**config.mk**
```make
export PLATFORM = sky130hd
export DESIGN_NAME = pzfl_front
export DESIGN_NICKNAME = d
export VERILOG_FILES = /design/src/sv/assert_macros.svh /design/src/sv/pzfl_pkg.sv /design/src/sv/pzfl_front.sv
export SDC_FILE = /design/constraint.sdc
export NUM_CORES = 1
export LEC_CHECK = 0
export BUFFER_PORTS_ARGS = -buffer_cell sky130_fd_sc_hd__buf_4
export CORE_ASPECT_RATIO = 1.1
export CORE_UTILIZATION = 45
export DETAILED_ROUTE_END_ITERATION = 6
export HOLD_SLACK_MARGIN = 0.03
export PLACE_DENSITY = 0.77
export SLEW_MARGIN = 20
export SYNTH_ARGS = -nofsm -noshare
export SYNTH_HDL_FRONTEND = slang
export SYNTH_SLANG_ARGS = --single-unit
export TNS_END_PERCENT = 5
```
**constraint.sdc**
```tcl
create_clock -name clk -period 4.7 [get_ports clk]
set_input_delay 0.94 -clock clk [delete_from_list [all_inputs] [get_ports clk]]
set_output_delay 0.94 -clock clk [all_outputs]
set_load 0.1 [all_outputs]
```
**src/sv/assert_macros.svh**
```systemverilog
// ----------------------------------------------------------------------------
// Assertion macros
// Clocked concurrent assertion shorthands, disabled while reset is active.
// ----------------------------------------------------------------------------
`ifndef ASSERT_MACROS_SVH
`define ASSERT_MACROS_SVH

// Property that must hold at every clock edge.
`define ASSERT_CLK(label, prop, msg) \
    label: assert property (@(posedge clk) disable iff (!rst_n) (prop)) \
        else $error(msg);

// Consequent must hold in the cycle after the antecedent.
`define ASSERT_NEXT(label, ante, cons, msg) \
    label: assert property (@(posedge clk) disable iff (!rst_n) (ante) |=> (cons)) \
        else $error(msg);

`endif

```
**src/sv/pzfl_pkg.sv**
```systemverilog
// ----------------------------------------------------------------------------
// PID feedback loop package
// Widths, constants, codes and shared types of the feedback loop core.
// ----------------------------------------------------------------------------
package pzfl_pkg;

    // Field widths
    localparam int ADC_W      = 12;
    localparam int DAC_W      = 12;
    localparam int ERR_W      = 17;
    localparam int DIFF_W     = ERR_W + 1;
    localparam int DRV_W      = 16;
    localparam int GAIN_W     = 16;
    localparam int LIM_W      = 10;
    localparam int CFG_IDX_W  = 3;
    localparam int CFG_DATA_W = 16;

    // Gain scaling, a power of two
    localparam int GAIN_DIVISOR = 256;
    localparam int GAIN_SHIFT   = $clog2(GAIN_DIVISOR);

    // Sample conditioning and limits
    localparam int ADC_OFFSET     = 2048;
    localparam int SCALE_SHIFT    = 4;
    localparam int INTEG_LIMIT    = 1835008;
    localparam int PI_INTEG_MAX   = 32767;
    localparam int PI_INTEG_MIN   = -32768;
    localparam int DRIVE_MAX      = 32767;
    localparam int DRIVE_MIN      = -32768;
    localparam int LOOP_LIMIT_MAX = 1000;

    // Datapath widths of the back end
    localparam int P_W     = ERR_W + GAIN_W;            // err * gain
    localparam int D_W     = DIFF_W + GAIN_W;           // diff * gain_d
    localparam int PQ_W    = P_W - GAIN_SHIFT;          // err * gain / div
    localparam int A_W     = D_W - GAIN_SHIFT - 1;      // diff * gain_d / div / 2
    localparam int INT_W   = 22;                        // integral state
    localparam int DER_W   = 32;                        // derivative state
    localparam int ISUM0_W = INT_W + 1;
    localparam int ZS_W    = ((INT_W > PQ_W) ? INT_W : PQ_W) + 1;
    localparam int PI_W    = INT_W + GAIN_W;            // integ * gain_i
    localparam int SUM_W   = PI_W + 1;
    localparam int Q0_W    = SUM_W - GAIN_SHIFT;
    localparam int Z_W     = ((DER_W > Q0_W) ? DER_W : Q0_W) + 1;

    localparam int BACK_STAGES = 7;

    // Word queue between front and back
    localparam int QUEUE_DEPTH = 4;
    localparam int QUEUE_AW    = $clog2(QUEUE_DEPTH);

    // Reset values of the registers
    localparam int SET_POINT_RST  = 1000;
    localparam int GAIN_RST       = 40;
    localparam int LOOP_LIMIT_RST = 30;

    typedef enum logic [1:0] {
        MODE_PID = 2'd0,
        MODE_PI  = 2'd1,
        MODE_P   = 2'd2,
        MODE_OFF = 2'd3
    } mode_t;

    typedef enum logic [1:0] {
        OP_PID  = 2'd0,
        OP_PI   = 2'd1,
        OP_P    = 2'd2,
        OP_HOLD = 2'd3
    } op_t;

    typedef enum logic [CFG_IDX_W-1:0] {
        REG_MODE       = 3'd0,
        REG_SET_POINT  = 3'd1,
        REG_GAIN_P     = 3'd2,
        REG_GAIN_I     = 3'd3,
        REG_GAIN_D     = 3'd4,
        REG_LOOP_LIMIT = 3'd5,
        REG_ENABLE     = 3'd6
    } cfg_reg_t;

    typedef struct packed {
        mode_t                    mode;
        logic signed [DRV_W-1:0]  set_point;
        logic signed [GAIN_W-1:0] gain_p;
        logic signed [GAIN_W-1:0] gain_i;
        logic signed [GAIN_W-1:0] gain_d;
        logic [LIM_W-1:0]         loop_limit;
        logic                     enable;
    } cfg_t;

    typedef struct packed {
        op_t                      op;
        logic signed [ERR_W-1:0]  err;
        logic signed [DIFF_W-1:0] diff;
        logic                     done;
    } item_t;

    typedef struct packed {
        logic full;
        logic empty;
    } q_stat_t;

    // (drive + 32768) >> 4: the offset flips the sign bit
    function automatic logic [DAC_W-1:0] dac_of(input logic signed [DRV_W-1:0] d);
        return {~d[DRV_W-1], d[DRV_W-2:DRV_W-DAC_W]};
    endfunction

endpackage

```
**src/sv/pzfl_front.sv**
```systemverilog
// ----------------------------------------------------------------------------
// PID feedback loop front end
// Accepts samples, forms the error and its difference, classifies the word
// by mode and runs the loop counter.
// ----------------------------------------------------------------------------
module pzfl_front (
    input  logic                             clk,
    input  logic                             rst_n,
    input  logic                             in_valid,
    output logic                             in_ready,
    input  logic [pzfl_pkg::ADC_W-1:0]       adc_sample,
    input  pzfl_pkg::cfg_t                   cfg,
    input  pzfl_pkg::q_stat_t                q_stat,
    output logic                             push,
    output pzfl_pkg::item_t                  item
);

    logic signed [pzfl_pkg::ADC_W:0]      centered;
    logic signed [pzfl_pkg::ERR_W-1:0]    scaled;
    logic signed [pzfl_pkg::ERR_W:0]      err_wide;
    logic signed [pzfl_pkg::ERR_W-1:0]    err;
    logic signed [pzfl_pkg::ERR_W-1:0]    eprev_reg;
    logic [pzfl_pkg::LIM_W-1:0]           count_reg;
    logic [pzfl_pkg::LIM_W-1:0]           count_next;
    logic [pzfl_pkg::LIM_W:0]             count_inc;
    logic                                 done;
    pzfl_pkg::op_t                        op;

    assign in_ready = !q_stat.full;
    assign push     = in_valid && in_ready;

    always_comb
    begin
        centered = $signed({1'b0, adc_sample})
                 - $signed((pzfl_pkg::ADC_W + 1)'(pzfl_pkg::ADC_OFFSET));
        scaled   = $signed({centered, {pzfl_pkg::SCALE_SHIFT{1'b0}}});
        err_wide = (pzfl_pkg::ERR_W + 1)'(scaled) - (pzfl_pkg::ERR_W + 1)'(cfg.set_point);
        err      = pzfl_pkg::ERR_W'(err_wide);

        count_inc  = {1'b0, count_reg} + (pzfl_pkg::LIM_W + 1)'(1);
        done       = count_inc > {1'b0, cfg.loop_limit};
        count_next = done ? '0 : count_inc[pzfl_pkg::LIM_W-1:0];

        unique case (cfg.mode)
            pzfl_pkg::MODE_PID: op = cfg.enable ? pzfl_pkg::OP_PID : pzfl_pkg::OP_HOLD;
            pzfl_pkg::MODE_PI:  op = cfg.enable ? pzfl_pkg::OP_PI : pzfl_pkg::OP_HOLD;
            pzfl_pkg::MODE_P:   op = pzfl_pkg::OP_P;
            pzfl_pkg::MODE_OFF: op = pzfl_pkg::OP_HOLD;
        endcase

        item.op   = op;
        item.err  = err;
        item.diff = pzfl_pkg::DIFF_W'(err) - pzfl_pkg::DIFF_W'(eprev_reg);
        item.done = done;
    end

    always_ff @(posedge clk or negedge rst_n)
    begin
        if (!rst_n)
        begin
            count_reg <= '0;
            eprev_reg <= '0;
        end
        else if (push)
        begin
            count_reg <= count_next;
            // PID mode tracks the last error even while disabled
            if (cfg.mode == pzfl_pkg::MODE_PID)
            begin
                eprev_reg <= err;
            end
        end
    end

endmodule

```
* Yosys cells after proc, flatten, opt, wreduce, memory -nomap -nowiden *
Index checks and enable logic that the tools add are counted.

word-level totals
  register bits after elaboration = 27
  input port bits = 94
  output and inout bits = 40
  word-level logic and storage cells = 18

operators by class
  add/sub/neg operators = 4
  magnitude comparators = 1
  equal/unequal tests = 3
  muxes and demuxes = 4
  reduce and logical (&&, ||, !) cells = 4

operator list
  operator                                                               count
  17-bit by 17-bit subtractor with 18-bit output                         1
  17-bit by 16-bit subtractor with 17-bit output                         1
  12-bit by 12-bit subtractor with 13-bit output, second input constant  1
  10-bit by 1-bit adder with 11-bit output, second input constant        1
  11-bit by 10-bit > comparator with 1-bit output                        1
  10-bit two-way mux                                                     1
  2-bit case mux with 4 select lines                                     1
  2-bit == test, second input constant                                   2
  2-bit two-way mux                                                      2
  2-bit by 1-bit == test with 1-bit output, second input constant        1
  2-bit zero test                                                        1
  2-bit AND reduction                                                    1
  1-bit logical AND                                                      1
  1-bit zero test                                                        1

* Depth between registers and ports, before layout *
  depth after elaboration = 3
  mapped depth = 14
  gate-level depth less buffers = 14

* Worst setup path after synthesis *
No wires, ideal clock.

  path kind = input-to-output
  from = input cfg[64] (netlist name)
  to = output item[15] (netlist name)
  arrival time = 6418 ps
  required time = 3760 ps
  slack = -2658 ps
  cell stages on the path = 14
  buffers on the path = 0
  path through = inv_1 ha_1 a21oi_1 o41ai_2 a21oi_1 o21ai_2 xnor2_1 ha_1 nand4_1 nor2_1 a211o_1 nor4_1 nor3_1 xor2_1

RTL lines
  element             line              text
  start: declaration  pzfl_front.sv:12  input pzfl_pkg::cfg_t cfg,
  end: declaration    pzfl_front.sv:15  output pzfl_pkg::item_t item

==> summary.txt <==
Final layout
  • Largest register FFs: 17
  • # nets final: 671
  • Area growth, synth to finish: 59.5%
  • Ant diodes: 0
  • Share of cells above drive strength 1: 0.408
  • Finished Cell Area: just under 5000 um2

STA
  • Clock skew: 0.000549 ns
  • Final setup fails: 5
  • Max-slew headroom: 0.691
  • RSZ-0062 raised after global routing: yes
  • Fin crit period: between 4 and 5 ns
  • Max Transition Viols Final: 0
  • Worst setup margin: -0.251 ns
  • Fmax: about 0.20 GHz
  • Final Hold Fails: 0
  • Fin crit share: 1.05
  • Setup TNS Final: -0.843 ns
  • Slew @ Worst Pin: 0.463 ns

Floorplan
  • Initial Util: 0.464
  • Die X: ~81 um
  • Die Ht: 88.5 um
  • I/O pin cnt: roughly 130
  • Cell Rows: 31
  • Core ar.: 6590 um2
  • Die area: about 7100 um2

CTS
  • Clk Latency, worst-skew pair: between 0.2 and 0.3 ns
  • CTS max path bufs: 2
  • Clock H-tree levels: 1
  • CTS tree: yes
  • Clock root cell: clkbuf_8
  • TritonCTS buffer count: 3
  • CTS Hold Bufs: 0
  • Clock sink count: 27
  • Clk slew on worst S/H paths: 0.09 ns

GRT
  • Initial antenna violation count: 0
  • Gr usage total: 0.242
  • First-pass GRT wire length: about 14000 um
  • Vias in the first global route: roughly 3200
  • Grt ovf: 0
  • Largest net degree at the start of global routing: 29

Place
  • DPL Wire Length: about 6800 um
  • GPL Wtd Cong: 0.867
  • Placement Cell Area: approximately 4600 um2
  • IO buf count: 84

Synth
  • Syn Inst Count: between 300 and 400
  • Cell Area, Synth: a little over 3000 um2
  • Post-synthesis compound-gate area fraction: 0.211
  • Mux cell area share after synthesis: 0.0290
  • Syn_area_per_cell: between 7 and 8 um2
  • Sequential fraction of the synthesis area: 0.221
  • Top cells by area, synth: dfrtp_1 (22%), ha_1 (17%), inv_1 (6.4%)
  • Synth async-reset ratio: 1.00
  • Number of synthesized flops with an enable pin: 0
  • Top_reg_cell synth: dfrtp_1
  • Largest family of logic cells by synthesized area: compound AO/OA/AOI/OAI gates
  • Synth top area share: 0.221
  • Post-synthesis xor/xnor area fraction: 0.0969
  • Synthesis-stage register bit count: 27
  • Post-synth cell types: 55
  • Synthesis Warnings: 0
  • Simple-gate share of the synthesized area: 0.191
  • Net Count, Synth: about 520
  • Adder-Cell Fraction of Synth Area: 0.174
  • Largest area contributor in the synthesized netlist: dfrtp_1

Pwr
  • VDD IR max: between 800 and 900 uV
  • PwrDens: ~670 nW/um2
  • Final Total Pwr: approximately 3.3 mW
  • Pleak: roughly 2.4 nW

Run status
  • Run status: complete, but fails checks
  • Failing checks: negative setup slack

Critical path
  • Slowest stage delay, CP: 0.44 ns
  • Bufs and invs on worst path: 4
  • CP startpoint kind: primary input
  • Crit-path most repeated cell: ha_4
  • Crit-path slowest cell: or3b_2
  • Crit end category: output pin
  • Crit-path leading delay family: compound AO/OA/AOI/OAI gates
  • Crit path cell chain: buf_8 > inv_6 > ha_4 > or3b_4 > o21a_4 > o31ai_4 > buf_4 > a221o_2 > xor2_4 > ha_4 > a21o_1 > or3b_2 > o311a_1 > buf_12
  • Setup Crit Path Kind: in2out
  • Critical Path RT: between 3 and 4 ns
  • Worst reg2reg setup slack: around 1.3 ns
  • Crit-path max FO: 4
  • CP Data Arrival Time: approximately 4.0 ns

Job
  • Max-cap violations: 0

Detailed routing
  • Drt drc: 0
  • DR iter-0 viols: between 100 and 150
  • DRT Wirelength: just over 8000 um
  • Routed wire per std cell: 13.4 um
  • Drt via density: approximately 5.3
  • Detail Route Antenna Nets: 0
  • Vias post-DR: around 3300
  • TritonRoute pass-1 iters: 4

Worst hold path
  • Hold Crit Class: reg2reg
-- cell type report --
cell class	instances	area (um2)
multi-input combinational	300	2600
fill	466	1710
timing repair buffer	151	1240
inverter	52	215
clock buffer	3	41.3
sequential	27	676
tap	82	103
clock inverter	1	5.00
-- per-stage QoR --
stage / util / hold slack (ns) / std cells / setup WS, ns
after global routing: 0.740 / 0.532 / 616 / -0.363
final: 0.740 / 0.517 / 616 / -0.251
after detailed placement: 0.704 / 0.497 / 611 / -0.273
after global placement: 0.704 / 0.468 / 611 / -0.293
after CTS: 0.726 / 0.518 / 615 / -0.202
after floorplan: - / 0.454 / 388 / -1.43
-- path summary, 6_finish.rpt --
check                                     startpoint                         to  depth (start not counted)
min in group asynchronous                      rst_n   count_reg[2]$_DFFE_PN0P_                          1
max in group asynchronous                      rst_n  eprev_reg[16]$_DFFE_PN0P_                          1
min                        eprev_reg[14]$_DFFE_PN0P_  eprev_reg[14]$_DFFE_PN0P_                          1
max reg2reg                 count_reg[0]$_DFFE_PN0P_   count_reg[0]$_DFFE_PN0P_                         12
min reg2reg                eprev_reg[14]$_DFFE_PN0P_  eprev_reg[14]$_DFFE_PN0P_                          1
max                                          cfg[59]                   item[16]                         14
-- power breakdown --
group / switching [mW] / internal (mW) / leakage (nW)
registers: 0.0438 / 0.292 / 0.338
clock network: 0.0762 / 0.0596 / 0.0255
logic: 1.85 / 0.941 / 2.05
-- layout by cell type, fill, tap and decap left out, types with 3 or more instances in the layout --
master | netlist | routed
buf_4 | 2 | 138
nor2_1 | 16 | 16
buf_12 | 0 | 6
ha_1 | 41 | 31
a21o_1 | 8 | 8
nor2b_1 | 5 | 5
nand2b_1 | 5 | 5
a21oi_2 | 0 | 5
nand2_1 | 44 | 43
inv_1 | 52 | 48
o21ai_0 | 32 | 26
xor2_4 | 0 | 3
nand4_1 | 7 | 7
xor2_2 | 1 | 3
mux2_2 | 6 | 6
o21a_1 | 3 | 3
ha_4 | 0 | 9
xnor2_2 | 0 | 7
a21oi_1 | 26 | 20
xnor2_1 | 20 | 8
nor3_1 | 8 | 7
and3_1 | 4 | 4
xnor2_4 | 0 | 5
o211ai_1 | 5 | 5
clkbuf_8 | 0 | 3
o21ai_1 | 0 | 5
dfrtp_1 | 27 | 27
nand3_1 | 14 | 14
xor2_1 | 12 | 7
buf_6 | 0 | 5
-- what timing repair did --
| action | in CTS | in global routing |
|---|---|---|
| buffers inserted | 0 | 1 |
| setup endpoints to repair | 9 | 10 |
| cloned | 0 | 0 |
| pin swaps | 3 | 4 |
| gates resized for setup | 25 | 20 |
-- layer usage --
layer / share of wire / wire length (um) / track usage / up-vias
li1: - / - / - / 1647
met1: 0.41 / 3410 / 0.288 / 1503
met2: 0.52 / 4320 / 0.454 / 83
met3: 0.042 / 350 / 0.0155 / 20
met4: 0.024 / 199 / 0.0925 / 0
met5: 0 / 0 / 0 / -
-- cells by family after synthesis --
group,Yosys count
buffers and inverters,61
multiplexers,8
AO/OA/AOI/OAI,99
flip-flops,27
adder cells (fa/ha/maj),42
AND/OR/NAND/NOR,118
XOR/XNOR,33
-- cells in the mapped netlist, types with 2 or more instances --
cell type / instances
xor2_1: 12
nor2b_1: 5
and3_1: 4
buf_4: 2
nor4_1: 3
a211o_1: 2
a22o_1: 2
nand2b_1: 5
nor2_1: 16
a211oi_1: 2
a21o_1: 8
o21bai_1: 3
o21ai_0: 32
nand2_1: 44
a21oi_1: 26
clkbuf_1: 7
ha_1: 41
nor3_1: 8
a31oi_1: 2
o211ai_1: 5
nand3_1: 14
o21a_1: 3
inv_1: 52
xnor2_1: 20
mux2_2: 6
dfrtp_1: 27
nand4_1: 7
or3_1: 2
a31o_2: 2
Power figures use the tool's default switching activity.
