**src/sv/assert_macros.svh**
```systemverilog
// ----------------------------------------------------------------------------
// Assertion macros
// Clocked concurrent assertion shorthands, disabled while reset is active.
// ----------------------------------------------------------------------------
`ifndef ASSERT_MACROS_SVH
`define ASSERT_MACROS_SVH

// Property that must hold at every clock edge.
`define ASSERT_CLK(label, prop, msg) \
    label: assert property (@(posedge clk) disable iff (!rst_n) (prop)) \
        else $error(msg);

// Consequent must hold in the cycle after the antecedent.
`define ASSERT_NEXT(label, ante, cons, msg) \
    label: assert property (@(posedge clk) disable iff (!rst_n) (ante) |=> (cons)) \
        else $error(msg);

`endif

```
**src/sv/pzfl_pkg.sv**
```systemverilog
// ----------------------------------------------------------------------------
// PID feedback loop package
// Widths, constants, codes and shared types of the feedback loop core.
// ----------------------------------------------------------------------------
package pzfl_pkg;

    // Field widths
    localparam int ADC_W      = 12;
    localparam int DAC_W      = 12;
    localparam int ERR_W      = 17;
    localparam int DIFF_W     = ERR_W + 1;
    localparam int DRV_W      = 16;
    localparam int GAIN_W     = 16;
    localparam int LIM_W      = 10;
    localparam int CFG_IDX_W  = 3;
    localparam int CFG_DATA_W = 16;

    // Gain scaling, a power of two
    localparam int GAIN_DIVISOR = 256;
    localparam int GAIN_SHIFT   = $clog2(GAIN_DIVISOR);

    // Sample conditioning and limits
    localparam int ADC_OFFSET     = 2048;
    localparam int SCALE_SHIFT    = 4;
    localparam int INTEG_LIMIT    = 1835008;
    localparam int PI_INTEG_MAX   = 32767;
    localparam int PI_INTEG_MIN   = -32768;
    localparam int DRIVE_MAX      = 32767;
    localparam int DRIVE_MIN      = -32768;
    localparam int LOOP_LIMIT_MAX = 1000;

    // Datapath widths of the back end
    localparam int P_W     = ERR_W + GAIN_W;            // err * gain
    localparam int D_W     = DIFF_W + GAIN_W;           // diff * gain_d
    localparam int PQ_W    = P_W - GAIN_SHIFT;          // err * gain / div
    localparam int A_W     = D_W - GAIN_SHIFT - 1;      // diff * gain_d / div / 2
    localparam int INT_W   = 22;                        // integral state
    localparam int DER_W   = 32;                        // derivative state
    localparam int ISUM0_W = INT_W + 1;
    localparam int ZS_W    = ((INT_W > PQ_W) ? INT_W : PQ_W) + 1;
    localparam int PI_W    = INT_W + GAIN_W;            // integ * gain_i
    localparam int SUM_W   = PI_W + 1;
    localparam int Q0_W    = SUM_W - GAIN_SHIFT;
    localparam int Z_W     = ((DER_W > Q0_W) ? DER_W : Q0_W) + 1;

    localparam int BACK_STAGES = 7;

    // Word queue between front and back
    localparam int QUEUE_DEPTH = 4;
    localparam int QUEUE_AW    = $clog2(QUEUE_DEPTH);

    // Reset values of the registers
    localparam int SET_POINT_RST  = 1000;
    localparam int GAIN_RST       = 40;
    localparam int LOOP_LIMIT_RST = 30;

    typedef enum logic [1:0] {
        MODE_PID = 2'd0,
        MODE_PI  = 2'd1,
        MODE_P   = 2'd2,
        MODE_OFF = 2'd3
    } mode_t;

    typedef enum logic [1:0] {
        OP_PID  = 2'd0,
        OP_PI   = 2'd1,
        OP_P    = 2'd2,
        OP_HOLD = 2'd3
    } op_t;

    typedef enum logic [CFG_IDX_W-1:0] {
        REG_MODE       = 3'd0,
        REG_SET_POINT  = 3'd1,
        REG_GAIN_P     = 3'd2,
        REG_GAIN_I     = 3'd3,
        REG_GAIN_D     = 3'd4,
        REG_LOOP_LIMIT = 3'd5,
        REG_ENABLE     = 3'd6
    } cfg_reg_t;

    typedef struct packed {
        mode_t                    mode;
        logic signed [DRV_W-1:0]  set_point;
        logic signed [GAIN_W-1:0] gain_p;
        logic signed [GAIN_W-1:0] gain_i;
        logic signed [GAIN_W-1:0] gain_d;
        logic [LIM_W-1:0]         loop_limit;
        logic                     enable;
    } cfg_t;

    typedef struct packed {
        op_t                      op;
        logic signed [ERR_W-1:0]  err;
        logic signed [DIFF_W-1:0] diff;
        logic                     done;
    } item_t;

    typedef struct packed {
        logic full;
        logic empty;
    } q_stat_t;

    // (drive + 32768) >> 4: the offset flips the sign bit
    function automatic logic [DAC_W-1:0] dac_of(input logic signed [DRV_W-1:0] d);
        return {~d[DRV_W-1], d[DRV_W-2:DRV_W-DAC_W]};
    endfunction

endpackage

```
**src/sv/pzfl_back.sv**
```systemverilog
// ----------------------------------------------------------------------------
// PID feedback loop back end
// Seven-stage datapath: gain products, scaling, integral and derivative
// update, integral product, sums, sum scaling, drive saturation and output register.
// ----------------------------------------------------------------------------
module pzfl_back (
    input  logic                              clk,
    input  logic                              rst_n,
    input  pzfl_pkg::cfg_t                    cfg,
    input  pzfl_pkg::q_stat_t                 q_stat,
    input  pzfl_pkg::item_t                   q_item,
    output logic                              q_pop,
    output logic                              out_valid,
    input  logic                              out_ready,
    output logic [pzfl_pkg::DAC_W-1:0]        dac_code,
    output logic                              dac_write,
    output logic signed [pzfl_pkg::DRV_W-1:0] drive,
    output logic signed [pzfl_pkg::ERR_W-1:0] error_value,
    output logic                              loop_done
);

    logic [pzfl_pkg::BACK_STAGES-1:0]    vld_reg;
    logic                                adv;

    // Stage 1: gain products
    pzfl_pkg::item_t                     s1_item_reg;
    logic signed [pzfl_pkg::P_W-1:0]     s1_pe_p_reg;
    logic signed [pzfl_pkg::P_W-1:0]     s1_pe_i_reg;
    logic signed [pzfl_pkg::D_W-1:0]     s1_pd_reg;
    logic signed [pzfl_pkg::P_W-1:0]     pe_p_next;
    logic signed [pzfl_pkg::P_W-1:0]     pe_i_next;
    logic signed [pzfl_pkg::D_W-1:0]     pd_next;

    // Stage 2: truncating scale
    pzfl_pkg::item_t                     s2_item_reg;
    logic signed [pzfl_pkg::P_W-1:0]     s2_pe_p_reg;
    logic signed [pzfl_pkg::PQ_W-1:0]    s2_pq_reg;
    logic signed [pzfl_pkg::PQ_W-1:0]    s2_qi_reg;
    logic signed [pzfl_pkg::A_W-1:0]     s2_a_reg;
    logic signed [pzfl_pkg::P_W-1:0]     p_bias;
    logic signed [pzfl_pkg::P_W-1:0]     i_bias;
    logic signed [pzfl_pkg::D_W-1:0]     d_bias;
    logic signed [pzfl_pkg::P_W-1:0]     p_sum;
    logic signed [pzfl_pkg::P_W-1:0]     i_sum;
    logic signed [pzfl_pkg::D_W-1:0]     d_sum;
    logic signed [pzfl_pkg::PQ_W-1:0]    pq_next;
    logic signed [pzfl_pkg::PQ_W-1:0]    qi_next;
    logic signed [pzfl_pkg::A_W-1:0]     a_next;

    // Stage 3: integral and derivative state
    logic signed [pzfl_pkg::INT_W-1:0]   isum_reg;
    logic signed [pzfl_pkg::INT_W-1:0]   isum_next;
    logic signed [pzfl_pkg::DER_W-1:0]   dp_reg;
    logic signed [pzfl_pkg::DER_W-1:0]   dp_next;
    logic signed [pzfl_pkg::ISUM0_W-1:0] c0_sum;
    logic signed [pzfl_pkg::INT_W-1:0]   c0;
    logic signed [pzfl_pkg::ZS_W-1:0]    c1_sum;
    logic signed [pzfl_pkg::INT_W-1:0]   c1;
    logic signed [pzfl_pkg::DER_W:0]     dp_half;
    logic signed [pzfl_pkg::DER_W:0]     dsum;
    logic signed [pzfl_pkg::DER_W-1:0]   dsat;
    pzfl_pkg::item_t                     s3_item_reg;
    logic signed [pzfl_pkg::P_W-1:0]     s3_pe_p_reg;
    logic signed [pzfl_pkg::PQ_W-1:0]    s3_pq_reg;
    logic signed [pzfl_pkg::INT_W-1:0]   s3_integ_reg;
    logic signed [pzfl_pkg::DER_W-1:0]   s3_d_reg;

    // Stage 4: integral product
    pzfl_pkg::item_t                     s4_item_reg;
    logic signed [pzfl_pkg::P_W-1:0]     s4_pe_p_reg;
    logic signed [pzfl_pkg::PQ_W-1:0]    s4_pq_reg;
    logic signed [pzfl_pkg::INT_W-1:0]   s4_integ_reg;
    logic signed [pzfl_pkg::DER_W-1:0]   s4_d_reg;
    logic signed [pzfl_pkg::PI_W-1:0]    s4_pi_reg;
    logic signed [pzfl_pkg::PI_W-1:0]    pi_next;

    // Stage 5: sums
    pzfl_pkg::item_t                     s5_item_reg;
    logic signed [pzfl_pkg::SUM_W-1:0]   s5_sum_reg;
    logic signed [pzfl_pkg::ZS_W-1:0]    s5_zs_reg;
    logic signed [pzfl_pkg::DER_W-1:0]   s5_d_reg;
    logic signed [pzfl_pkg::SUM_W-1:0]   sum_next;
    logic signed [pzfl_pkg::ZS_W-1:0]    zs_next;

    // Stage 6: PID sum scale
    pzfl_pkg::item_t                     s6_item_reg;
    logic signed [pzfl_pkg::Q0_W-1:0]    s6_q0_reg;
    logic signed [pzfl_pkg::ZS_W-1:0]    s6_zs_reg;
    logic signed [pzfl_pkg::DER_W-1:0]   s6_d_reg;
    logic signed [pzfl_pkg::SUM_W-1:0]   s_bias;
    logic signed [pzfl_pkg::SUM_W-1:0]   s_sum;
    logic signed [pzfl_pkg::Q0_W-1:0]    q0_next;

    // Stage 7: saturation and output register
    logic signed [pzfl_pkg::Z_W-1:0]     z;
    logic signed [pzfl_pkg::DRV_W-1:0]   drv_sat;
    logic signed [pzfl_pkg::DRV_W-1:0]   drive_reg;
    logic signed [pzfl_pkg::DRV_W-1:0]   drive_next;
    logic [pzfl_pkg::DAC_W-1:0]          dac_code_reg;
    logic                                dac_write_reg;
    logic signed [pzfl_pkg::ERR_W-1:0]   err_reg;
    logic                                done_reg;

    // Whole pipeline advances together; the queue absorbs the front side
    assign adv       = !vld_reg[pzfl_pkg::BACK_STAGES-1] || out_ready;
    assign q_pop     = adv && !q_stat.empty;
    assign out_valid = vld_reg[pzfl_pkg::BACK_STAGES-1];

    assign dac_code    = dac_code_reg;
    assign dac_write   = dac_write_reg;
    assign drive       = drive_reg;
    assign error_value = err_reg;
    assign loop_done   = done_reg;

    // Stage 1
    always_comb
    begin
        pe_p_next = q_item.err * cfg.gain_p;
        pe_i_next = q_item.err * cfg.gain_i;
        pd_next   = q_item.diff * cfg.gain_d;
    end

    // Stage 2: divide toward zero by biasing negatives before the shift
    always_comb
    begin
        p_bias  = s1_pe_p_reg[pzfl_pkg::P_W-1] ?
                  pzfl_pkg::P_W'(pzfl_pkg::GAIN_DIVISOR - 1) : '0;
        i_bias  = s1_pe_i_reg[pzfl_pkg::P_W-1] ?
                  pzfl_pkg::P_W'(pzfl_pkg::GAIN_DIVISOR - 1) : '0;
        d_bias  = s1_pd_reg[pzfl_pkg::D_W-1] ?
                  pzfl_pkg::D_W'(2 * pzfl_pkg::GAIN_DIVISOR - 1) : '0;
        p_sum   = s1_pe_p_reg + p_bias;
        i_sum   = s1_pe_i_reg + i_bias;
        d_sum   = s1_pd_reg + d_bias;
        pq_next = pzfl_pkg::PQ_W'(p_sum >>> pzfl_pkg::GAIN_SHIFT);
        qi_next = pzfl_pkg::PQ_W'(i_sum >>> pzfl_pkg::GAIN_SHIFT);
        a_next  = pzfl_pkg::A_W'(d_sum >>> (pzfl_pkg::GAIN_SHIFT + 1));
    end

    // Stage 3: integral and derivative state recurrence
    always_comb
    begin
        c0_sum = pzfl_pkg::ISUM0_W'(isum_reg) + pzfl_pkg::ISUM0_W'(s2_item_reg.err);
        priority if (c0_sum > pzfl_pkg::ISUM0_W'(pzfl_pkg::INTEG_LIMIT))
            c0 = pzfl_pkg::INT_W'(pzfl_pkg::INTEG_LIMIT);
        else if (c0_sum < pzfl_pkg::ISUM0_W'(-pzfl_pkg::INTEG_LIMIT))
            c0 = pzfl_pkg::INT_W'(-pzfl_pkg::INTEG_LIMIT);
        else
            c0 = pzfl_pkg::INT_W'(c0_sum);

        c1_sum = pzfl_pkg::ZS_W'(isum_reg) + pzfl_pkg::ZS_W'(s2_qi_reg);
        priority if (c1_sum > pzfl_pkg::ZS_W'(pzfl_pkg::PI_INTEG_MAX))
            c1 = pzfl_pkg::INT_W'(pzfl_pkg::PI_INTEG_MAX);
        else if (c1_sum < pzfl_pkg::ZS_W'(pzfl_pkg::PI_INTEG_MIN))
            c1 = pzfl_pkg::INT_W'(pzfl_pkg::PI_INTEG_MIN);
        else
            c1 = pzfl_pkg::INT_W'(c1_sum);

        // Halve toward zero: add one to negatives before the shift
        dp_half = ((pzfl_pkg::DER_W + 1)'(dp_reg)
                + $signed({{pzfl_pkg::DER_W{1'b0}}, dp_reg[pzfl_pkg::DER_W-1]})) >>> 1;
        dsum    = (pzfl_pkg::DER_W + 1)'(s2_a_reg) + dp_half;
        if (dsum[pzfl_pkg::DER_W] != dsum[pzfl_pkg::DER_W-1])
            dsat = {dsum[pzfl_pkg::DER_W], {(pzfl_pkg::DER_W - 1){~dsum[pzfl_pkg::DER_W]}}};
        else
            dsat = pzfl_pkg::DER_W'(dsum);

        isum_next = isum_reg;
        dp_next   = dp_reg;
        unique case (s2_item_reg.op)
            pzfl_pkg::OP_PID:
            begin
                isum_next = c0;
                dp_next   = dsat;
            end
            pzfl_pkg::OP_PI:   isum_next = c1;
            pzfl_pkg::OP_P:    isum_next = isum_reg;
            pzfl_pkg::OP_HOLD: isum_next = isum_reg;
        endcase
    end

    // Stages 4 to 6
    always_comb
    begin
        pi_next  = s3_integ_reg * cfg.gain_i;
        sum_next = pzfl_pkg::SUM_W'(s4_pe_p_reg) + pzfl_pkg::SUM_W'(s4_pi_reg);
        if (s4_item_reg.op == pzfl_pkg::OP_PI)
            zs_next = pzfl_pkg::ZS_W'(s4_pq_reg) + pzfl_pkg::ZS_W'(s4_integ_reg);
        else
            zs_next = pzfl_pkg::ZS_W'(s4_pq_reg);

        s_bias  = s5_sum_reg[pzfl_pkg::SUM_W-1] ?
                  pzfl_pkg::SUM_W'(pzfl_pkg::GAIN_DIVISOR - 1) : '0;
        s_sum   = s5_sum_reg + s_bias;
        q0_next = pzfl_pkg::Q0_W'(s_sum >>> pzfl_pkg::GAIN_SHIFT);
    end

    // Stage 7
    always_comb
    begin
        if (s6_item_reg.op == pzfl_pkg::OP_PID)
            z = pzfl_pkg::Z_W'(s6_q0_reg) + pzfl_pkg::Z_W'(s6_d_reg);
        else
            z = pzfl_pkg::Z_W'(s6_zs_reg);

        priority if (z > pzfl_pkg::Z_W'(pzfl_pkg::DRIVE_MAX))
            drv_sat = pzfl_pkg::DRV_W'(pzfl_pkg::DRIVE_MAX);
        else if (z < pzfl_pkg::Z_W'(pzfl_pkg::DRIVE_MIN))
            drv_sat = pzfl_pkg::DRV_W'(pzfl_pkg::DRIVE_MIN);
        else
            drv_sat = pzfl_pkg::DRV_W'(z);

        // Hold the last drive when no new value is computed
        drive_next = (s6_item_reg.op == pzfl_pkg::OP_HOLD) ? drive_reg : drv_sat;
    end

    // Datapath registers
    always_ff @(posedge clk)
    begin
        if (adv)
        begin
            s1_item_reg  <= q_item;
            s1_pe_p_reg  <= pe_p_next;
            s1_pe_i_reg  <= pe_i_next;
            s1_pd_reg    <= pd_next;

            s2_item_reg  <= s1_item_reg;
            s2_pe_p_reg  <= s1_pe_p_reg;
            s2_pq_reg    <= pq_next;
            s2_qi_reg    <= qi_next;
            s2_a_reg     <= a_next;

            s3_item_reg  <= s2_item_reg;
            s3_pe_p_reg  <= s2_pe_p_reg;
            s3_pq_reg    <= s2_pq_reg;
            s3_integ_reg <= isum_next;
            s3_d_reg     <= dp_next;

            s4_item_reg  <= s3_item_reg;
            s4_pe_p_reg  <= s3_pe_p_reg;
            s4_pq_reg    <= s3_pq_reg;
            s4_integ_reg <= s3_integ_reg;
            s4_d_reg     <= s3_d_reg;
            s4_pi_reg    <= pi_next;

            s5_item_reg  <= s4_item_reg;
            s5_sum_reg   <= sum_next;
            s5_zs_reg    <= zs_next;
            s5_d_reg     <= s4_d_reg;

            s6_item_reg  <= s5_item_reg;
            s6_q0_reg    <= q0_next;
            s6_zs_reg    <= s5_zs_reg;
            s6_d_reg     <= s5_d_reg;

            dac_code_reg  <= pzfl_pkg::dac_of(drive_next);
            dac_write_reg <= s6_item_reg.op != pzfl_pkg::OP_HOLD;
            err_reg       <= s6_item_reg.err;
            done_reg      <= s6_item_reg.done;
        end
    end

    // Valid bits, loop state and held drive
    always_ff @(posedge clk or negedge rst_n)
    begin
        if (!rst_n)
        begin
            vld_reg   <= '0;
            isum_reg  <= '0;
            dp_reg    <= '0;
            drive_reg <= '0;
        end
        else if (adv)
        begin
            vld_reg <= {vld_reg[pzfl_pkg::BACK_STAGES-2:0], q_pop};
            if (vld_reg[1])
            begin
                isum_reg <= isum_next;
                dp_reg   <= dp_next;
            end
            if (vld_reg[pzfl_pkg::BACK_STAGES-2])
            begin
                drive_reg <= drive_next;
            end
        end
    end

endmodule

```
**config.mk**
```make
export PLATFORM = sky130hd
export DESIGN_NAME = pzfl_back
export DESIGN_NICKNAME = d
export VERILOG_FILES = /design/src/sv/assert_macros.svh /design/src/sv/pzfl_pkg.sv /design/src/sv/pzfl_back.sv
export SDC_FILE = /design/constraint.sdc
export NUM_CORES = 2
export LEC_CHECK = 0
export BUFFER_PORTS_ARGS = -buffer_cell sky130_fd_sc_hd__buf_2
export CAP_MARGIN = 5
export CORE_MARGIN = 2
export CORE_UTILIZATION = 55
export CTS_CLUSTER_DIAMETER = 120
export CTS_CLUSTER_SIZE = 30
export DETAILED_ROUTE_END_ITERATION = 10
export PLACE_DENSITY_LB_ADDON = 0.25
export SLEW_MARGIN = 20
export SYNTH_ARGS = -nofsm -noshare
export SYNTH_HDL_FRONTEND = slang
export SYNTH_SLANG_ARGS = --single-unit
```
**constraint.sdc**
```tcl
create_clock -name clk -period 29.5 [get_ports clk]
set_input_delay 1.475 -clock clk [delete_from_list [all_inputs] [get_ports clk]]
set_output_delay 1.475 -clock clk [all_outputs]
set_load 0.01 [all_outputs]
```
* After elaboration in Yosys (flattened, before gate mapping)
Cells that the tools add are included.
** Word-level totals
- Bits in registers :: 884
- Input port bits :: 120
- Word-level logic and storage cells :: 106
** Operators by class
- Add/subtract/negate cells :: 11
- $mul :: 4
- $lt $le $gt $ge :: 6
- Eq/ne operators :: 7
- Multiplexer cells :: 16
- Bitwise logic cells :: 3
- Reduce and logical (&&, ||, !) cells :: 10
** Operators with widths (count)
- two-way mux 22 bit :: 4
- adder 33 x 9 -> 33 bit :: 2
- multiplier 17 x 16 -> 33 bit :: 2
- one-hot mux 22 bit (3 select lines) :: 1
- two-way mux 32 bit :: 2
- two-way mux 16 bit :: 3
- adder 33 x 38 -> 39 bit :: 1
- adder 39 x 9 -> 39 bit :: 1
- multiplier 22 x 16 -> 38 bit :: 1
- adder 34 x 10 -> 34 bit :: 1
- multiplier 18 x 16 -> 34 bit :: 1
- adder 25 x 32 -> 33 bit :: 1
- adder 31 x 32 -> 33 bit :: 1
- adder 32 x 2 -> 33 bit :: 1
- > comparator 33 x 16 -> 1 bit (second input constant) :: 1
- less-than comparator 33 x 16 -> 1 bit (second input constant) :: 1
- two-way mux 33 bit :: 1
- adder 22 x 25 -> 26 bit :: 1
- adder 25 x 22 -> 26 bit :: 1
- > comparator 26 x 16 -> 1 bit (second input constant) :: 1
- less-than comparator 26 x 16 -> 1 bit (second input constant) :: 1
- two-way mux 26 bit :: 1
- two-way mux 8 bit :: 3
- adder 22 x 17 -> 23 bit :: 1
- 15 further kinds :: 23

* Longest topological paths before layout
- Depth after elaboration :: 7
- Depth in mapped cells :: 27

* Worst setup path after synthesis
OpenSTA, ideal clock, no wires.
- Path type :: input to register
- From :: input out_ready
- To :: register dp_reg[11] in the netlist's numbering
- Setup time :: 0.166 ns
- Data arrival time :: 29.246 ns
- Path slack :: 0.089 ns
- Stages :: 7
- Path buffers :: 2
- Path through :: nor2b_1 > clkbuf_1 > inv_1 > clkbuf_1 > nand3_1 > nor2_1 > a21oi_1
** On the way
- Cells in the longest elaborated chain, start to end :: 2
** Ends and longest elaborated chain
- from (decl) :: line pzfl_back.sv:14 : input logic out_ready,
- logical OR 1 bit :: line pzfl_back.sv:105 : assign adv = !vld_reg[pzfl_pkg::BACK_STAGES-1] || out_ready;
- named net adv :: line pzfl_back.sv:23 : logic adv;
- AND reduction 2 bit (no source line)
- to (signal assigned) :: line pzfl_back.sv:279 : dp_reg <= dp_next;
- to (decl) :: line pzfl_back.sv:53 : logic signed [pzfl_pkg::DER_W-1:0] dp_reg;
The timed path passes the listed nets, and every way through them passes these cells.
A chain may end at the register's enable or synchronous reset.

* Worst setup path in the final report
- From :: input cfg[42] in the netlist's numbering
- To :: register s4_pi_reg[37] in the netlist's numbering, data pin
** On the way
- Cells in the longest elaborated chain, start to end :: 1
** Ends and longest elaborated chain
- from (decl) :: line pzfl_back.sv:9 : input pzfl_pkg::cfg_t cfg,
- multiplier 22 x 16 -> 38 bit :: line pzfl_back.sv:185 : pi_next = s3_integ_reg * cfg.gain_i;
- named net pi_next (one bit) :: line pzfl_back.sv:75 : logic signed [pzfl_pkg::PI_W-1:0] pi_next;
- to (signal assigned) :: line pzfl_back.sv:244 : s4_pi_reg <= pi_next;
- to (decl) :: line pzfl_back.sv:74 : logic signed [pzfl_pkg::PI_W-1:0] s4_pi_reg;
The timed path passes the listed nets, and every way through them passes these cells.

==> run summary <==
## Drt
- **number of nets with antenna violations after routing** 0
- **number of design-rule violations left by the first detailed-router iteration** 3630
- **detail-routed via count per cell** 5.543
- **iteration count of the initial detailed-routing pass** 6
- **final routed DRC violation total** 0
- **via count** 55440
- **final routed wire length divided by cell count** 18.34 um
- **aggregate routed wire length** 183400 um

## Synthesis
- **Mapped Area** 0.08435 mm^2
- **EDFF count, synth** 807
- **most common cell in the netlist** sky130_fd_sc_hd__inv_1
- **Post-synth top cells** sky130_fd_sc_hd__inv_1 (1430), sky130_fd_sc_hd__fa_1 (1194), sky130_fd_sc_hd__nand2_1 (974)
- **post-synth top area cell** sky130_fd_sc_hd__edfxtp_1
- **sequential fraction of the synthesis area** 31.01%
- **Mapped Nets** 9859
- **main area contributors after synthesis** sky130_fd_sc_hd__edfxtp_1 (29%), sky130_fd_sc_hd__fa_1 (28%), sky130_fd_sc_hd__ha_1 (8.2%), sky130_fd_sc_hd__inv_1 (6.4%), sky130_fd_sc_hd__nand2_1 (4.3%)
- **leading register cell type out of synthesis** sky130_fd_sc_hd__edfxtp_1
- **area share of the largest cell type after synthesis** 28.73%
- **mean instance size in the synthesized netlist** 10.55 um^2
- **number of register bits inferred by synthesis** 884
- **Async SR Flop Fraction** 8.710%
- **Syn. warnings** 0
- **Unique masters post-synth** 83
- **synthesized instance count** 7993

## Global routing
- **number of global-route vias before repair** 57970
- **pin count of the biggest net entering global routing** 122
- **final global-route overflow total** 0
- **first-pass GRT wire length** 302800 um
- **initial antenna violation count** 10
- **all-layer global routing usage** 24.01%

## Setup path
- **required time at the endpoint of the critical path** 29.90 ns
- **Worst path most repeated cell** sky130_fd_sc_hd__fa_1
- **CP Class** input pin to flop
- **arrival time reported for the critical path endpoint** 9.05 ns
- **critical register-to-register path endpoint** s4_pi_reg[37]
- **maximum net fanout on the critical path** 18
- **Worst R2R Setup Slack** 22.01 ns
- **buffering stage count on the worst path with inverters included** 5
- **total stage count of the critical path** 23
- **critical-path cell with the highest stage delay** sky130_fd_sc_hd__clkinv_1
- **end of the critical path** s4_pi_reg[37]
- **critical path startpoint category** input pin
- **stage delay of the slowest cell on the critical path** 0.74 ns
- **endpoint kind of the worst setup timing path** flop
- **family with the most delay on the worst path** adder cells
- **Worst R2R Path Depth** 25
- **cell-by-cell listing of the critical path** buf_2 -> clkinv_1 -> buf_4 -> nor2_1 -> fa_1 -> fa_1 -> fa_1 -> fa_1 -> fa_1 -> inv_1 -> fa_1 -> inv_1 -> ha_1 -> a211oi_1 -> nand3_1 -> o21ai_0 -> a31oi_1 -> a221o_1 -> a41o_1 -> o41a_1 -> a21o_1 -> a21oi_1 -> xnor2_1
- **worst setup path startpoint** cfg[42]
- **critical register-to-register path startpoint** s3_integ_reg[13]

## Place
- **placed wire-length estimate** 143500 um
- **quantity of I/O buffers inserted on ports** 138
- **routability cong.** 0.8840
- **number of placed cells counting well taps** 9932

## Clock tree
- **clock tree from TritonCTS** done
- **post-CTS resize count** 0
- **total number of clock tree sinks** 884
- **Hold-fix buffers, CTS** 0
- **H-Tree Level Count** 2
- **clock edge transition at the registers on the reported setup and hold paths** 0.11 ns
- **maximum count of clock buffers along a single path** 3
- **clock buffer count from CTS** 38
- **clock latency on the worst-skew pair** 0.66 ns
- **number of buffers added for setup after CTS** 0
- **clk root buf** sky130_fd_sc_hd__clkbuf_16

## Die
- **die extent in x** 395.6 um
- **Floorplan Core Area** 0.1521 mm^2
- **overall die area** 0.1565 mm^2
- **I/O Pins** 169
- **std cell rows** 143
- **Initial Util** 55.46%
- **Die Y-Extent** 395.6 um

## STA
- **unrepaired setup endpoints after global routing** false
- **worst slew margin relative to its limit** 28.52%
- **Tmin final** 8.644 ns
- **worst clock skew** 0.04673 ns
- **achievable clock frequency** 115.7 MHz
- **pin slew with the least headroom to its limit** 1.072 ns
- **TNS Setup** 0 ns
- **final slew viol count** 0
- **Final Hold Viols** 0
- **share of the clock period used by the worst path after layout** 29.30%
- **Final setup viols** 0

## Status
- **outcome** completed

## Layout
- **max FFs per register** 39
- **growth of design area from synthesis to finish** 4.469%
- **count of placed standard cells in the final layout, fillers left out** 10000
- **layout cell share with drive strength beyond 1** 3.752%
- **final-stage net count** 9808

## Flow run
- **reported max-cap violation count** 0

## Hold path
- **class of the tightest hold or removal check** flop to flop

cell families (layout without fill, tap and decap cells):
family | Yosys count | in the layout | share of synthesized area [%]
xor gates and xnor gates | 423 | 423 | 4.392
and+or+nand+nor | 2199 | 2199 | 12.37
buffers and inverters | 1705 | 1681 | 7.605
other | 0 | 3 | 0
adders and majority gates | 1748 | 1748 | 36.55
muxes | 29 | 29 | 0.3827
DFF | 884 | 884 | 31.01
AOI/OAI and AO/OA | 1005 | 1005 | 7.691
layout by cell type (no fill, tap or decap), types with 59 or more instances in the layout:
master	count
sky130_fd_sc_hd__o21ai_0	220
sky130_fd_sc_hd__nand2b_1	64
sky130_fd_sc_hd__and2_1	457
sky130_fd_sc_hd__a21o_1	148
sky130_fd_sc_hd__xor2_1	123
sky130_fd_sc_hd__nor3_1	59
sky130_fd_sc_hd__ha_1	552
sky130_fd_sc_hd__nor2_1	308
sky130_fd_sc_hd__nand2_1	974
sky130_fd_sc_hd__dfrtp_1	77
sky130_fd_sc_hd__nand3_1	117
sky130_fd_sc_hd__edfxtp_1	807
sky130_fd_sc_hd__a21oi_1	285
sky130_fd_sc_hd__fa_1	1194
sky130_fd_sc_hd__xnor2_1	299
sky130_fd_sc_hd__buf_2	137
sky130_fd_sc_hd__inv_1	1429
stage by stage:
step	hold WS (ns)	cell area (um^2)	utilization, %	setup slack, ns
floorplan	0.4003	84350	-	0.08851
global placement	0.4010	86890	57.13	20.19
detailed placement	0.4045	86890	57.14	20.15
CTS	0.4151	88100	57.93	20.86
global route	0.4232	88110	57.94	20.46
finish	0.4166	88120	57.94	20.86
area by class of cell:
type                            count  area [um^2]
Sequential cell                   884        26160
Antenna cell                        3        7.507
Fill cell                       12810        63960
Multi-Input combinational cell   5404        51800
Tap cell                         2030         2540
Inverter                         1431         5379
Clock buffer                       56         1040
Clock inverter                     11        166.4
Timing Repair Buffer              183         1031
layer usage:
| layer | routed length [um] | track usage, % | vias to the layer above |
|---|---|---|---|
| met5 | 9 | 0 | - |
| met3 | 9533 | 2.786 | 258 |
| met2 | 89070 | 40.28 | 1381 |
| met4 | 4757 | 6.219 | 2 |
| li1 | - | - | 25530 |
| met1 | 80070 | 33.40 | 28270 |
worst min path at each step:
| stage | endpoint | depth (start not counted) | from | slack [ns] |
|---|---|---|---|---|
| after floorplan | error_value[0] | 0 | s6_item_reg[19] | 0.40 |
| after global placement | s2_item_reg[30] | 0 | s1_item_reg[30] | 0.40 |
| after detailed placement | s2_item_reg[22] | 0 | s1_item_reg[22] | 0.40 |
| after CTS | s6_d_reg[24] | 0 | s5_d_reg[24] | 0.42 |
| after global routing | s3_pe_p_reg[27] | 0 | s2_pe_p_reg[27] | 0.42 |
| final | s4_pq_reg[19] | 0 | s3_pq_reg[19] | 0.42 |
Power is left out: the tool's default activity adds up to more than one toggle a clock period on the data nets, which glitch-free logic cannot reach.
